**src/hw/rtl/xrg_pkg.sv**
```systemverilog
package xrg_pkg;

    localparam int unsigned WORD_W = 64;
    localparam int unsigned HALF_W = 32;
    localparam int unsigned FUNC_W = 2;
    localparam int unsigned WARMUP_STEPS_DEF = 16;

    localparam logic [WORD_W-1:0] GOLDEN    = 64'h9e3779b97f4a7c15;
    localparam logic [WORD_W-1:0] MIX_MUL_A = 64'hbf58476d1ce4e5b9;
    localparam logic [WORD_W-1:0] MIX_MUL_B = 64'h94d049bb133111eb;
    localparam logic [WORD_W-1:0] DEF_FIRST  = 64'h0123456789abcdef;
    localparam logic [WORD_W-1:0] DEF_SECOND = 64'hfedcba9876543210;
    localparam logic [HALF_W-1:0] MAX32 = 32'hffffffff;

    typedef enum logic [FUNC_W-1:0] {
        FUNC_SEED   = 2'd0,
        FUNC_DRAW64 = 2'd1,
        FUNC_DRAW32 = 2'd2,
        FUNC_RANGE  = 2'd3
    } func_t;

    typedef enum logic [3:0] {
        ST_IDLE,
        ST_SEED,
        ST_MIX_A,
        ST_MUL_A,
        ST_MIX_B,
        ST_MUL_B,
        ST_ZCHK,
        ST_WARM,
        ST_DRAW,
        ST_RANGE,
        ST_LIM,
        ST_RDRAW,
        ST_RMOD,
        ST_DONE
    } state_t;

    typedef struct packed {
        logic              start;
        logic [WORD_W-1:0] a;
        logic [WORD_W-1:0] b;
    } mul_req_t;

    typedef struct packed {
        logic              done;
        logic [WORD_W-1:0] prod;
    } mul_rsp_t;

    typedef struct packed {
        logic              start;
        logic [HALF_W-1:0] num;
        logic [HALF_W-1:0] den;
    } div_req_t;

    typedef struct packed {
        logic              done;
        logic [HALF_W-1:0] rem;
    } div_rsp_t;

    function automatic logic [2*WORD_W-1:0] xs_advance(
        input logic [WORD_W-1:0] a,
        input logic [WORD_W-1:0] b
    );
        logic [WORD_W-1:0] t;
        t = b ^ (b << 23);
        t = t ^ (t >> 17);
        t = t ^ a ^ (a >> 26);
        return {b, t};
    endfunction

endpackage

```
**src/hw/rtl/xrg_mul.sv**
```systemverilog
module xrg_mul (
    input  logic              aclk,
    input  logic              aresetn,
    input  xrg_pkg::mul_req_t req,
    output xrg_pkg::mul_rsp_t rsp
);
    import xrg_pkg::*;

    logic [WORD_W-1:0] a_reg, a_next;
    logic [WORD_W-1:0] b_reg, b_next;
    logic [WORD_W-1:0] prod_reg, prod_next;
    logic [WORD_W-1:0] acc_reg, acc_next;
    logic [1:0]        step_reg, step_next;
    logic              busy_reg, busy_next;
    logic              done_reg, done_next;
    logic [HALF_W-1:0] op_a, op_b;

    // low 64 bits of a 64x64 product from three 32x32 partial products
    always_comb begin
        op_a = (step_reg == 2'd2) ? a_reg[WORD_W-1:HALF_W] : a_reg[HALF_W-1:0];
        op_b = (step_reg == 2'd1) ? b_reg[WORD_W-1:HALF_W] : b_reg[HALF_W-1:0];
    end

    always_comb begin
        a_next    = a_reg;
        b_next    = b_reg;
        prod_next = prod_reg;
        acc_next  = acc_reg;
        step_next = step_reg;
        busy_next = busy_reg;
        done_next = 1'b0;
        if (req.start) begin
            a_next    = req.a;
            b_next    = req.b;
            acc_next  = '0;
            step_next = 2'd0;
            busy_next = 1'b1;
        end else if (busy_reg) begin
            prod_next = {{HALF_W{1'b0}}, op_a} * {{HALF_W{1'b0}}, op_b};
            unique case (step_reg)
                2'd0: acc_next = acc_reg;
                2'd1: acc_next = acc_reg + prod_reg;
                default: acc_next = acc_reg + {prod_reg[HALF_W-1:0], {HALF_W{1'b0}}};
            endcase
            step_next = step_reg + 2'd1;
            if (step_reg == 2'd3) begin
                busy_next = 1'b0;
                done_next = 1'b1;
            end
        end
    end

    always_ff @(posedge aclk) begin
        a_reg    <= a_next;
        b_reg    <= b_next;
        prod_reg <= prod_next;
        acc_reg  <= acc_next;
        step_reg <= step_next;
        if (!aresetn) begin
            busy_reg <= 1'b0;
            done_reg <= 1'b0;
        end else begin
            busy_reg <= busy_next;
            done_reg <= done_next;
        end
    end

    assign rsp.done = done_reg;
    assign rsp.prod = acc_reg;

endmodule

```
**src/hw/rtl/xrg_div.sv**
```systemverilog
module xrg_div (
    input  logic              aclk,
    input  logic              aresetn,
    input  xrg_pkg::div_req_t req,
    output xrg_pkg::div_rsp_t rsp
);
    import xrg_pkg::*;

    localparam int unsigned CNT_W = $clog2(HALF_W);

    logic [HALF_W-1:0] n_reg, n_next;
    logic [HALF_W-1:0] d_reg, d_next;
    logic [HALF_W-1:0] rem_reg, rem_next;
    logic [CNT_W-1:0]  cnt_reg, cnt_next;
    logic              busy_reg, busy_next;
    logic              done_reg, done_next;
    logic [HALF_W:0]   trial;

    // restoring remainder, one bit per cycle
    always_comb begin
        trial     = {rem_reg, n_reg[HALF_W-1]};
        n_next    = n_reg;
        d_next    = d_reg;
        rem_next  = rem_reg;
        cnt_next  = cnt_reg;
        busy_next = busy_reg;
        done_next = 1'b0;
        if (req.start) begin
            n_next    = req.num;
            d_next    = req.den;
            rem_next  = '0;
            cnt_next  = '0;
            busy_next = 1'b1;
        end else if (busy_reg) begin
            if (trial >= {1'b0, d_reg}) begin
                rem_next = HALF_W'(trial - {1'b0, d_reg});
            end else begin
                rem_next = trial[HALF_W-1:0];
            end
            n_next   = {n_reg[HALF_W-2:0], 1'b0};
            cnt_next = cnt_reg + 1'b1;
            if (cnt_reg == CNT_W'(HALF_W - 1)) begin
                busy_next = 1'b0;
                done_next = 1'b1;
            end
        end
    end

    always_ff @(posedge aclk) begin
        n_reg   <= n_next;
        d_reg   <= d_next;
        rem_reg <= rem_next;
        cnt_reg <= cnt_next;
        if (!aresetn) begin
            busy_reg <= 1'b0;
            done_reg <= 1'b0;
        end else begin
            busy_reg <= busy_next;
            done_reg <= done_next;
        end
    end

    assign rsp.done = done_reg;
    assign rsp.rem  = rem_reg;

endmodule

```
**src/hw/rtl/xorshift_random_generator_core.sv**
```systemverilog
// xorshift128+ generator with splitmix64 seeding. One beat in, one beat out;
// s_tready is high only while the core is idle. Seeding runs through the
// shared 32x32 multiplier doing two 64-bit products per splitmix step, then
// WARMUP_STEPS generator advances. Range first computes the rejection limit
// (serial remainder unit, one bit per cycle), then draws 32-bit values until
// one is below the limit and adds its remainder by the span to range_low;
// a single-value or inverted range returns range_low directly.
module xorshift_random_generator_core #(
    parameter int unsigned WARMUP_STEPS = xrg_pkg::WARMUP_STEPS_DEF
) (
    input  logic         aclk,
    input  logic         aresetn,
    input  logic         s_tvalid,
    output logic         s_tready,
    input  logic [127:0] s_tdata,   // seed_value, range_low, range_high
    input  logic [1:0]   s_tuser,   // func
    output logic         m_tvalid,
    input  logic         m_tready,
    output logic [63:0]  m_tdata,   // value
    output logic         m_tuser    // was_seeded
);
    import xrg_pkg::*;

    localparam int unsigned WCNT_W = $clog2(WARMUP_STEPS + 2);

    state_t state_reg, state_next;

    logic [WORD_W-1:0] w1_reg, w1_next;
    logic [WORD_W-1:0] w2_reg, w2_next;
    logic              seeded_reg, seeded_next;
    logic [WORD_W-1:0] acc_reg, acc_next;
    logic [WORD_W-1:0] z_reg, z_next;
    logic              mix_idx_reg, mix_idx_next;
    logic [WCNT_W-1:0] wcnt_reg, wcnt_next;
    func_t             func_reg, func_next;
    logic [HALF_W-1:0] lo_reg, lo_next;
    logic [HALF_W-1:0] hi_reg, hi_next;
    logic [HALF_W-1:0] span_reg, span_next;
    logic [HALF_W-1:0] limit_reg, limit_next;
    logic [WORD_W-1:0] res_reg, res_next;
    logic              ovalid_reg, ovalid_next;
    logic [WORD_W-1:0] odata_reg, odata_next;
    logic              ouser_reg, ouser_next;

    mul_req_t mul_req;
    mul_rsp_t mul_rsp;
    div_req_t div_req;
    div_rsp_t div_rsp;

    logic [2*WORD_W-1:0] adv;
    logic [WORD_W-1:0]   sum;
    logic [WORD_W-1:0]   mixed;
    logic [HALF_W-1:0]   span_calc;
    logic                out_free;

    xrg_mul u_mul (.aclk(aclk), .aresetn(aresetn), .req(mul_req), .rsp(mul_rsp));
    xrg_div u_div (.aclk(aclk), .aresetn(aresetn), .req(div_req), .rsp(div_rsp));

    assign adv       = xs_advance(w1_reg, w2_reg);
    assign sum       = w1_reg + w2_reg;
    assign mixed     = mul_rsp.prod ^ (mul_rsp.prod >> 31);
    assign span_calc = hi_reg - lo_reg + 1'b1;
    assign out_free  = !ovalid_reg || m_tready;
    assign s_tready  = (state_reg == ST_IDLE);

    always_comb begin
        state_next = state_reg;
        unique case (state_reg)
            ST_IDLE: begin
                if (s_tvalid) begin
                    unique case (func_t'(s_tuser))
                        FUNC_SEED:  state_next = ST_SEED;
                        FUNC_RANGE: state_next = ST_RANGE;
                        default:    state_next = ST_DRAW;
                    endcase
                end
            end
            ST_SEED:  state_next = ST_MIX_A;
            ST_MIX_A: state_next = ST_MUL_A;
            ST_MUL_A: if (mul_rsp.done) state_next = ST_MIX_B;
            ST_MIX_B: state_next = ST_MUL_B;
            ST_MUL_B: begin
                if (mul_rsp.done) state_next = mix_idx_reg ? ST_ZCHK : ST_MIX_A;
            end
            ST_ZCHK:  state_next = (WARMUP_STEPS == 0) ? ST_DONE : ST_WARM;
            ST_WARM: begin
                if (wcnt_reg == WCNT_W'(WARMUP_STEPS - 1)) state_next = ST_DONE;
            end
            ST_DRAW:  state_next = ST_DONE;
            ST_RANGE: begin
                if (lo_reg >= hi_reg) begin
                    state_next = ST_DONE;
                end else if (span_calc == '0) begin
                    state_next = ST_DRAW;
                end else begin
                    state_next = ST_LIM;
                end
            end
            ST_LIM:   if (div_rsp.done) state_next = ST_RDRAW;
            ST_RDRAW: if (sum[HALF_W-1:0] < limit_reg) state_next = ST_RMOD;
            ST_RMOD:  if (div_rsp.done) state_next = ST_DONE;
            ST_DONE:  if (out_free) state_next = ST_IDLE;
            default:  state_next = ST_IDLE;
        endcase
    end

    always_comb begin
        w1_next      = w1_reg;
        w2_next      = w2_reg;
        seeded_next  = seeded_reg;
        acc_next     = acc_reg;
        z_next       = z_reg;
        mix_idx_next = mix_idx_reg;
        wcnt_next    = wcnt_reg;
        func_next    = func_reg;
        lo_next      = lo_reg;
        hi_next      = hi_reg;
        span_next    = span_reg;
        limit_next   = limit_reg;
        res_next     = res_reg;
        odata_next   = odata_reg;
        ouser_next   = ouser_reg;
        ovalid_next  = ovalid_reg && !m_tready;
        mul_req      = '0;
        div_req      = '0;
        unique case (state_reg)
            ST_IDLE: begin
                if (s_tvalid) begin
                    func_next = func_t'(s_tuser);
                    acc_next  = s_tdata[63:0];
                    lo_next   = s_tdata[95:64];
                    hi_next   = s_tdata[127:96];
                end
            end
            ST_SEED: begin
                acc_next     = acc_reg + GOLDEN;
                mix_idx_next = 1'b0;
            end
            ST_MIX_A: begin
                mul_req.start = 1'b1;
                mul_req.a     = acc_reg ^ (acc_reg >> 30);
                mul_req.b     = MIX_MUL_A;
            end
            ST_MUL_A: if (mul_rsp.done) z_next = mul_rsp.prod;
            ST_MIX_B: begin
                mul_req.start = 1'b1;
                mul_req.a     = z_reg ^ (z_reg >> 27);
                mul_req.b     = MIX_MUL_B;
            end
            ST_MUL_B: begin
                if (mul_rsp.done) begin
                    if (mix_idx_reg) begin
                        w2_next = mixed;
                    end else begin
                        w1_next      = mixed;
                        acc_next     = acc_reg + GOLDEN;
                        mix_idx_next = 1'b1;
                    end
                end
            end
            ST_ZCHK: begin
                if (w1_reg == '0 && w2_reg == '0) begin
                    w1_next = DEF_FIRST;
                    w2_next = DEF_SECOND;
                end
                seeded_next = 1'b1;
                wcnt_next   = '0;
                res_next    = '0;
            end
            ST_WARM: begin
                {w1_next, w2_next} = adv;
                wcnt_next = wcnt_reg + 1'b1;
            end
            ST_DRAW: begin
                {w1_next, w2_next} = adv;
                res_next = (func_reg == FUNC_DRAW64) ? sum
                         : {{HALF_W{1'b0}}, sum[HALF_W-1:0]};
            end
            ST_RANGE: begin
                span_next = span_calc;
                res_next  = {{HALF_W{1'b0}}, lo_reg};
                if (lo_reg < hi_reg && span_calc != '0) begin
                    div_req.start = 1'b1;
                    div_req.num   = MAX32;
                    div_req.den   = span_calc;
                end
            end
            ST_LIM: if (div_rsp.done) limit_next = MAX32 - div_rsp.rem;
            ST_RDRAW: begin
                {w1_next, w2_next} = adv;
                if (sum[HALF_W-1:0] < limit_reg) begin
                    div_req.start = 1'b1;
                    div_req.num   = sum[HALF_W-1:0];
                    div_req.den   = span_reg;
                end
            end
            ST_RMOD: begin
                if (div_rsp.done) res_next = {{HALF_W{1'b0}}, lo_reg + div_rsp.rem};
            end
            ST_DONE: begin
                if (out_free) begin
                    ovalid_next = 1'b1;
                    odata_next  = res_reg;
                    ouser_next  = seeded_reg;
                end
            end
            default: ;
        endcase
    end

    always_ff @(posedge aclk) begin
        acc_reg   <= acc_next;
        z_reg     <= z_next;
        wcnt_reg  <= wcnt_next;
        func_reg  <= func_next;
        lo_reg    <= lo_next;
        hi_reg    <= hi_next;
        span_reg  <= span_next;
        limit_reg <= limit_next;
        res_reg   <= res_next;
        odata_reg <= odata_next;
        ouser_reg <= ouser_next;
        if (!aresetn) begin
            state_reg   <= ST_IDLE;
            w1_reg      <= DEF_FIRST;
            w2_reg      <= DEF_SECOND;
            seeded_reg  <= 1'b0;
            mix_idx_reg <= 1'b0;
            ovalid_reg  <= 1'b0;
        end else begin
            state_reg   <= state_next;
            w1_reg      <= w1_next;
            w2_reg      <= w2_next;
            seeded_reg  <= seeded_next;
            mix_idx_reg <= mix_idx_next;
            ovalid_reg  <= ovalid_next;
        end
    end

    assign m_tvalid = ovalid_reg;
    assign m_tdata  = odata_reg;
    assign m_tuser  = ouser_reg;

endmodule
```
**config.mk**
```make
export PLATFORM = sky130hd
export DESIGN_NAME = xorshift_random_generator_core
export DESIGN_NICKNAME = d
export VERILOG_FILES = /design/src/hw/rtl/xrg_pkg.sv /design/src/hw/rtl/xrg_mul.sv /design/src/hw/rtl/xrg_div.sv /design/src/hw/rtl/xorshift_random_generator_core.sv
export SDC_FILE = /design/constraint.sdc
export NUM_CORES = 2
export LEC_CHECK = 0
export BUFFER_PORTS_ARGS = -buffer_cell sky130_fd_sc_hd__buf_2
export CORE_AREA = 2 2 379 381
export CTS_CLUSTER_DIAMETER = 200
export CTS_CLUSTER_SIZE = 40
export DETAILED_ROUTE_END_ITERATION = 12
export DIE_AREA = 0 0 381 383
export PLACE_DENSITY = 0.74
export REMOVE_ABC_BUFFERS = 1
export SKIP_CTS_REPAIR_TIMING = 1
export SYNTH_ARGS = -nofsm -noshare
export SYNTH_HDL_FRONTEND = slang
export SYNTH_SLANG_ARGS = --single-unit
```
**constraint.sdc**
```tcl
create_clock -name aclk -period 13.35 [get_ports aclk]
set_input_delay 1.335 -clock aclk [delete_from_list [all_inputs] [get_ports aclk]]
set_output_delay 1.335 -clock aclk [all_outputs]
set_load 0.01 [all_outputs]
```
==> impl_results.md <==
* RR Endpoint: u_mul.prod_reg[57]
* DRC at 0
* Inst Count DP at 10.2k
* Compound-gate portion of the synthesized area at about 15%
* CP startpoint: u_mul.step_reg[1]
* Initial detailed-routing violation count at 8051
* Initial Utilization at 56.6%
* F_max at between 90 and 100 MHz
* Final std cells w/o fill at between 10k and 15k
* Vias per inst at ~6.3
* Post-Synth XOR/XNOR Area at 6.79%
* WS Path Type: register to register
* Hold Vio Cnt, Final at 0
* FF+latch count, synth at about 830
* Worst Max-Slew Pin Slew at between 1000 and 1500 ps
* Die Area at 0.146 mm2
* Synth Area in Simple Gates at 10.8%
* Die Height at 383 um
* Initial antenna violation count at 8
* Syn Inst Count at 8293
* CP Launch Type: register
* Row cnt at 139
* Nature of the critical path endpoint: register
* Seq/Total Area, Yosys at roughly 28%
* CTS Buf Count at 24
* Worst min-delay path class: register to register
* Slowest CP cell: nand2_1
* Synth-to-layout area growth at 4.70%
* Outcome: finished clean
* Clock skew at approximately 40 ps
* WL/cell at about 26 um
* Worst setup path end: u_mul.prod_reg[57]
* Die extent in x at 381 um
* Synth unique cells at 87
* First-pass DRT Iterations at 7
* Vias in the first global route at 62.0k
* CTS clk-pin slew, worst paths at 150 ps
* Slew headroom at 3.81%
* Clk_lat worst skew at 690 ps
* Ys Warns at 0
* Worst Path Required at 13790 ps
* Share of layout cells above drive strength 1 at 5.27%
* Gr usage total at 36.5%
* Post-DP HPWL at between 200 and 250 mm
* Clock Sinks at 829
* H-tree Lvls at 1
* Worst EP arrival at 11300 ps
* RSZ-0062 raised after global routing: false
* Longest Clk Path Bufs at 3
* Post-synthesis mux area share at under 10%
* Fillers at between 10k and 15k
* First-pass GRT wire length at 399 mm
* Routed WL at around 270 mm
* Largest net degree at the start of global routing at 91
* Root Buffer Master: clkbuf_16
* Final instance area at 0.0843 mm2
* Mean Syn Cell Area at 9.71 um2
* Reg2reg start: u_mul.step_reg[1]
* Adder-cell share of the synthesized area at 31.3%
* Final setup violation count at 0
* Largest family of logic cells by synthesized area: adder cells
* DRT antenna net count at 0
* Minimum clock period at 10860 ps
* Fraction of registers with async set/reset at 0%
* Worst path max stage delay at 610 ps
* Vias at 64.2k
* Total core area at 0.142 mm2
* Placer Congestion at 1.06
* Maxcap violations at 0
* Tcrit/Tclk final at 81.3%
* Number of synthesized flops with an enable pin at 587
* Post-DP Area at about 0.084 mm2
* Buffers added on ports at 200
* R2R Setup Slk at roughly 2500 ps
* # IOs at 201
* R2R cell count at 32
* # nets final at roughly 9.9k
* Total gr overflow at 0
* Cell mode on critical path: fa_1
* Ys flop type: edfxtp_1
* Post-Syn Area at 0.0805 mm2
* CTS tree: built
* Worst-path maximum fanout at 19
* Pins Over Slew Limit at 0
layout make-up:
cell class	instances	area (um2)	area share, %
Multi-Input combinational cell	5951	52500	62.3
Sequential cell	829	22500	26.7
Tap cell	1903	2380	2.82
Antenna cell	1	2.50	0.00297
Inverter	1175	4410	5.23
Clock buffer	43	693	0.822
Timing Repair Buffer	309	1820	2.16
Clock inverter	1	16.3	0.0193
critical path, delay by kind of cell (launching register included):
kind	cells	cell delay, ps
AOI/OAI and AO/OA	9	2820
adders and majority gates	10	4600
buffers and inverters	8	1330
DFF	1	410
and+or+nand+nor	5	1470
routing by layer:
layer  global-route usage, %  share of wire, %
met5                       0             0.013
met4                    11.6               4.0
met3                    7.49                12
met2                    54.4                43
met1                    53.4                42
stage by stage:
stage | setup TNS [ps] | worst slack (ps) | util (%) | hold WS, ps
final | 0 | 2490 | 59.3 | 419
after global routing | 0 | 2240 | 59.3 | 430
after CTS | 0 | 2720 | 59.3 | 428
after detailed placement | 0 | 2750 | 58.8 | 405
after global placement | 0 | 3020 | 58.8 | 402
after floorplan | -614760 | -4790 | - | 400
cells by family after synthesis:
logic type      after synthesis
xor+xnor                    624
flops                       829
compound gates             1767
fa+ha+maj                  1513
mux                         117
simple gates               1930
buf+inv                    1513
Yosys cell counts (69+ instances only):
library cell | n | area [um2]
inv_1 | 1175 | 4410
fa_1 | 834 | 16700
ha_1 | 679 | 8500
nor2_1 | 675 | 2530
nand2_1 | 624 | 2340
edfxtp_1 | 587 | 17600
xnor2_1 | 465 | 4070
a21oi_1 | 427 | 2140
o21ai_0 | 371 | 1860
clkbuf_1 | 297 | 1110
dfxtp_1 | 242 | 4840
a21o_1 | 199 | 1490
xor2_1 | 159 | 1390
nand3_1 | 127 | 636
nor3_1 | 95 | 475
mux2i_1 | 89 | 891
a211oi_1 | 69 | 518
worst min path at each step:
stage	startpoint	end	slack, ps	depth (start not counted)
floorplan	res_reg[0]	m_tdata[0]	400	0
global placement	res_reg[4]	m_tdata[4]	400	0
detailed placement	res_reg[27]	m_tdata[27]	400	0
CTS	res_reg[3]	m_tdata[3]	430	0
global route	res_reg[3]	m_tdata[3]	430	0
finish	res_reg[3]	m_tdata[3]	420	0
layout by cell type, fill, tap and decap left out, drive strengths merged, types with 60 or more instances in the layout:
cell type and count:
nor3 95, dfxtp 242, nand4 64, o21ai 374, inv 1175, edfxtp 587
nand3 127, ha 679, a21o 199, fa 834, o211a 60, xnor2 465
nor2b 63, a21oi 428, nand2 624, buf 309, xor2 159, mux2i 89
nor2 675, a211oi 70
Power is left out: the tool's default activity adds up to more than one toggle a clock period on the data nets, which glitch-free logic cannot reach.
